$ cat src/rtl/tccw_pkg.sv
package tccw_pkg;

  // Screen geometry
  localparam int COLUMNS = 80;
  localparam int ROWS    = 25;
  localparam int CELLS   = ROWS * COLUMNS;

  localparam int COL_W  = $clog2(COLUMNS);
  localparam int ROW_W  = $clog2(ROWS);
  localparam int ADDR_W = $clog2(CELLS);
  localparam int CELL_W = 16;
  localparam int PEEK_W = 11;
  localparam int POS_W  = 12;

  // Key and character codes
  localparam logic [7:0] KEY_BACKSPACE = 8'h0E;
  localparam logic [7:0] KEY_LSHIFT    = 8'h2A;
  localparam logic [7:0] KEY_RSHIFT    = 8'h36;
  localparam logic [7:0] CHAR_NEWLINE  = 8'h0A;
  localparam logic [7:0] CHAR_BLANK    = 8'h20;
  localparam logic [7:0] RESET_COLOR   = 8'h03;

  typedef struct packed {
    logic              pressed;
    logic [7:0]        scancode;
    logic [7:0]        character;
    logic [PEEK_W-1:0] peek_index;
  } in_item_t;

  typedef struct packed {
    logic [POS_W-1:0]  cursor_position;
    logic [CELL_W-1:0] peek_entry;
    logic              scrolled;
  } out_item_t;

  typedef struct packed {
    logic              en;
    logic [ADDR_W-1:0] addr;
    logic [CELL_W-1:0] data;
  } ram_wr_t;

  // Map a logical row onto the ring of physical rows.
  function automatic logic [ROW_W-1:0] phys_row(input logic [ROW_W-1:0] base,
                                                input logic [ROW_W-1:0] row);
    logic [ROW_W:0] sum;
    sum = {1'b0, base} + {1'b0, row};
    if (sum >= (ROW_W+1)'(ROWS)) sum = sum - (ROW_W+1)'(ROWS);
    return sum[ROW_W-1:0];
  endfunction

  function automatic logic [ADDR_W-1:0] cell_addr(input logic [ROW_W-1:0] prow,
                                                  input logic [COL_W-1:0] col);
    return ADDR_W'(32'(prow) * COLUMNS + 32'(col));
  endfunction

endpackage

$ cat src/rtl/tccw_peek_div.sv
module tccw_peek_div (
  input  logic                        clk,
  input  logic                        rst_n,
  input  logic                        start,
  input  logic [tccw_pkg::PEEK_W-1:0] dividend,
  output logic                        done,
  output logic [tccw_pkg::ROW_W-1:0]  quo,
  output logic [tccw_pkg::COL_W-1:0]  rem
);
  import tccw_pkg::*;

  // 205/1024 stands in for 1/5: exact for every 7-bit value divided by five.
  localparam logic [7:0] RECIP_FIVE = 8'd205;

  logic [PEEK_W-1:0] num_r;
  logic              run_r;
  logic [PEEK_W-5:0] coarse;
  logic [PEEK_W+3:0] prod;
  logic [PEEK_W-1:0] row_start;

  // Divide by a row length: drop four bits, then multiply by the reciprocal of five.
  assign coarse    = num_r[PEEK_W-1:4];
  assign prod      = (PEEK_W+4)'(coarse) * (PEEK_W+4)'(RECIP_FIVE);
  assign quo       = prod[ROW_W+9:10];
  assign row_start = PEEK_W'(32'(quo) * COLUMNS);
  assign rem       = COL_W'(num_r - row_start);
  assign done      = run_r;

  always_ff @(posedge clk) begin
    if (!rst_n) begin
      run_r <= 1'b0;
    end else begin
      run_r <= start;
    end
  end

  always_ff @(posedge clk) begin
    if (start) begin
      num_r <= dividend;
    end
  end

endmodule

$ cat config.mk
export PLATFORM = sky130hd
export DESIGN_NAME = tccw_peek_div
export DESIGN_NICKNAME = d
export VERILOG_FILES = /design/src/rtl/tccw_pkg.sv /design/src/rtl/tccw_peek_div.sv
export SDC_FILE = /design/constraint.sdc
export NUM_CORES = 1
export LEC_CHECK = 0
export BUFFER_PORTS_ARGS = -buffer_cell sky130_fd_sc_hd__buf_2
export CAP_MARGIN = 15
export CORE_AREA = 4 4 50 70
export DETAILED_ROUTE_END_ITERATION = 6
export DIE_AREA = 0 0 54 74
export GPL_TIMING_DRIVEN = 1
export PLACE_DENSITY = 0.71
export SLEW_MARGIN = 20
export SYNTH_ARGS = -nofsm -noshare
export SYNTH_HDL_FRONTEND = slang
export SYNTH_SLANG_ARGS = --single-unit
$ cat constraint.sdc
create_clock -name clk -period 11.1 [get_ports clk]
set_input_delay 0.555 -clock clk [delete_from_list [all_inputs] [get_ports clk]]
set_output_delay 0.555 -clock clk [all_outputs]
set_load 0.01 [all_outputs]
### Word-level counts from Yosys, hierarchy flattened

Cells that the tools add are included.

| storage, ports and cells | value |
|---|---|
| bits in registers | 12 |
| input bits | 14 |
| output and inout bits | 13 |
| word-level logic and storage cells | 5 |

| operators by class | value |
|---|---|
| $add $sub $neg | 1 |
| multiply operators | 2 |

Operators by type and width:

| cell | number |
|---|---|
| multiplier 7 x 8 -> 15 bit (second input constant) | 1 |
| subtractor 7 bit | 1 |
| multiplier 5 x 3 -> 3 bit (second input constant) | 1 |

### Longest topological paths before layout

| logic depth | value |
|---|---|
| depth after elaboration | 3 |
| gate-level depth with buffers | 17 |
| mapped depth without buffers | 17 |

### Worst setup path after synthesis

No wires, ideal clock.

| timing path | value |
|---|---|
| path type | reg2out |
| start | register num_r[8] |
| end | output rem[6] in the netlist's numbering |
| arrival time | 4.550 ns |
| data required time | 10.545 ns |
| setup slack | 5.995 ns |
| cell stages (with the launch flop) | 18 |
| buffers on the path | 0 |
| path through | edfxtp_1 -> ha_1 -> ha_1 -> fa_1 -> inv_1 -> fa_1 -> inv_1 -> ha_1 -> nand4_1 -> nor3b_2 -> o31a_1 -> nor2_1 -> xnor2_1 -> fa_1 -> xor2_1 -> xnor2_1 -> or4_1 -> o211ai_1 |

| between the ends | value |
|---|---|
| cells in the longest elaborated chain, start to end | 3 |

RTL lines:

| item | line | source |
|---|---|---|
| start: declaration | tccw_peek_div.sv:15 | `logic [PEEK_W-1:0] num_r;` |
| start signal: assignment | tccw_peek_div.sv:39 | `num_r <= dividend;` |
| multiplier 7 x 8 -> 15 bit | tccw_peek_div.sv:23 | `assign prod = (PEEK_W+4)'(coarse) * (PEEK_W+4)'(RECIP_FIVE);` |
| named net quo (one bit) | tccw_peek_div.sv:7 | `output logic [tccw_pkg::ROW_W-1:0] quo,` |
| multiplier 5 x 3 -> 3 bit | tccw_peek_div.sv:25 | `assign row_start = PEEK_W'(32'(quo) * COLUMNS);` |
| subtractor 7 bit | tccw_peek_div.sv:26 | `assign rem = COL_W'(num_r - row_start);` |
| end: declaration | tccw_peek_div.sv:8 | `output logic [tccw_pkg::COL_W-1:0] rem` |

The timed path passes the listed nets, and every way through them passes these cells.

### Worst setup path after layout

| timing path | value |
|---|---|
| start | register num_r[8] |
| end | output rem[6] in the netlist's numbering |

| between the ends | value |
|---|---|
| cells in the longest elaborated chain, start to end | 3 |

RTL lines:

| item | line |
|---|---|
| multiplier 7 x 8 -> 15 bit | tccw_peek_div.sv:23 |
| multiplier 5 x 3 -> 3 bit | tccw_peek_div.sv:25 |
| subtractor 7 bit | tccw_peek_div.sv:26 |

No other way between the ends.

==> results.ini <==
[timing]
period_needed_ns=5.73
setup_ws_ns=5.37
hold_viol_final=0
fmax_ghz=0.175
grt_setup_unrepaired=false
worstMarginPinSlew_ns=0.475
post-route-period-util=0.516
drv_slew=0
slew-limit-headroom=0.680
fin_setup_tns_ns=0
setup_violations=0

[setup_path]
criticalPathCategory=reg2out
crit_end=rem[6]
worstPathArrival_ns=5.17
start_kind=register
path_max_fanout=6
crit_path_end_kind=primary output
critPathRequiredTime_ns=10.55
crit_start=num_r[8]

[finish]
fin_cells=191
layout_commonest_cell=ha_1
layout-drive-gt1-share=0.221
nets=212
fill_cells=267
insertedDiodeCount=0
layout_common_cells=ha_1, buf_2, inv_1
area_growth_pct=13.1

[placement]
hpwl_um=2260
preCtsSetupSlack_ns=5.63
gp_congestion=0.821
place_inst=187
portBuffers=26

[floorplanning]
rows=23
initial_core_util=0.491
ios=27
fp.dieW_um=54
fp.dieH_um=74
fp.coreArea_um2=2850
dieArea_um2=4000

[cts]
cts_resized=0
clkSinkCount=12
cts_buffers=3
clk_pin_slew_ns=0.05
cts_root_buffer=clkbuf_8
cts.path.max_buffers=2
h-tree-depth=1
cts_tree=yes
postCtsHoldBufs=0
post_cts_buffers=0

[drt]
routedWlPerCell_um=13.4
drt-initial-drc-count=8
ant_nets=0
viasPerCell=5.35
wl_um=2550
via_count=1022
drc=0
drtPass1Iterations=4

[global_route]
gr-total-overflow=0
grt_pass1_wl_um=4610
antenna_found_initial=0
grt_pass1_vias=1111
grtUsageTotal=0.153
grt_start_max_net_pins=13

[yosys]
synth_compound_area_frac=0.104
syn_nets=187
synth-simple-area-share=0.0948
synth_top_family_by_area=adder cells
syn_area_um2=1400
yosys_warnings=0
avgSynthCellArea_um2=10.8
muxShareOfSynthArea=0
postSynthCellCount=130
synth_xor_area_frac=0.0313
yosysSeqAreaShare=0.250
synth-seq-cells=12
synth.distinct_cells=36
synthAdderAreaFrac=0.433

[pwr]
ir_drop_mv=0.146
power_density_nw_per_um2=221
power.leakage_nw=0.832

[flow_run]
cap_violations=0

[worst_hold_path]
hp-class=in2reg

[status]
outcome=completed

[layer usage]
| layer | share of wire | track usage | vias to the layer above | wire length [µm] |
|---|---|---|---|---|
| li1 | - | - | 505 | - |
| met3 | 0.037 | 0.0160 | 2 | 94 |
| met1 | 0.38 | 0.170 | 491 | 972 |
| met4 | 0.0055 | 0.0526 | 0 | 14 |
| met5 | 0 | 0 | - | 0 |
| met2 | 0.58 | 0.292 | 24 | 1470 |
[worst min path at each step]
stage	start	endpoint	slack [ns]	cells past startpoint
2_1_floorplan	dividend[0]	num_r[0]	0.65	0
3_3_place_gp	dividend[10]	num_r[10]	0.73	1
3_5_place_dp	dividend[8]	num_r[8]	0.73	1
4_1_cts	dividend[8]	num_r[8]	0.48	1
5_1_grt	dividend[1]	num_r[1]	0.49	1
6_report	dividend[8]	num_r[8]	0.49	1
[metrics by stage]
step,cell area [µm²],power (mW),hold WS (ns),util
floorplan,1400,0.240,0.654,-
global placement,1540,0.304,0.733,0.539
detailed placement,1540,0.313,0.733,0.539
CTS,1580,0.354,0.484,0.555
global route,1580,0.393,0.486,0.555
finish,1580,0.350,0.491,0.555
[state kept, by name (all words and copies together), names as in the netlist]
name	cells
done	1
num_r	11
[where the power goes]
group	internal (mW)	leakage [nW]	switching, mW
Clock	0.0251	0.0228	0.0142
Combinational	0.112	0.694	0.142
Sequential	0.0534	0.116	0.00292
Total	0.191	0.832	0.160
[cells in the mapped netlist]
| cell type | n | share of area |
|---|---|---|
| o31a_1 | 1 | 0.0063 |
| nand3b_1 | 1 | 0.0054 |
| a211o_1 | 2 | 0.013 |
| or3_2 | 1 | 0.0054 |
| edfxtp_1 | 11 | 0.24 |
| a211oi_1 | 1 | 0.0054 |
| o311ai_0 | 1 | 0.0063 |
| inv_1 | 22 | 0.059 |
| nor2_1 | 6 | 0.016 |
| o31ai_1 | 1 | 0.0054 |
| nor4_1 | 2 | 0.0089 |
| and4_1 | 1 | 0.0063 |
| a31oi_1 | 2 | 0.0089 |
| and3_1 | 1 | 0.0045 |
| xnor2_1 | 2 | 0.013 |
| a41oi_2 | 1 | 0.012 |
| nand2_1 | 5 | 0.013 |
| nand4_1 | 1 | 0.0045 |
| buf_4 | 4 | 0.021 |
| o21ai_0 | 1 | 0.0036 |
| xor2_1 | 3 | 0.019 |
| a21oi_2 | 1 | 0.0063 |
| and2_1 | 2 | 0.0089 |
| buf_2 | 1 | 0.0036 |
| a21oi_1 | 2 | 0.0072 |
| nor3b_2 | 1 | 0.0089 |
| a21o_1 | 2 | 0.011 |
| o2111ai_1 | 1 | 0.0063 |
| dfxtp_1 | 1 | 0.014 |
| o211ai_1 | 1 | 0.0054 |
| a21boi_2 | 1 | 0.0080 |
| or4_1 | 1 | 0.0054 |
| clkbuf_1 | 1 | 0.0027 |
| fa_1 | 9 | 0.13 |
| ha_1 | 34 | 0.30 |
| nand3_1 | 2 | 0.0072 |
[cells by family after synthesis]
group           Yosys count
fa+ha+maj                43
buf+inv                  28
simple gates             24
compound gates           18
flops                    12
xor+xnor                  5
[critical path, cell delays in order, from the launching register on]
cell and delay [ns]:
edfxtp_1 0.44, ha_1 0.37, fa_1 0.48, ha_1 0.30, inv_1 0.05, fa_1 0.49
inv_1 0.04, ha_1 0.29, nand4_1 0.14, nor3b_2 0.34, o31a_1 0.23, nor2_1 0.07
xnor2_1 0.17, fa_1 0.44, xor2_1 0.16, xnor2_1 0.16, or4_1 0.48, o211ai_1 0.11
buf_2 0.16
[layout make-up]
cell class	count	area, µm²	area share
clock buffer	4	45.0	0.0285
inverter	22	82.6	0.0522
multi-input combinational	90	927	0.586
sequential	12	350	0.222
tap	37	46.3	0.0293
timing repair buffer	26	130	0.0823
Power figures use the tool's default switching activity.
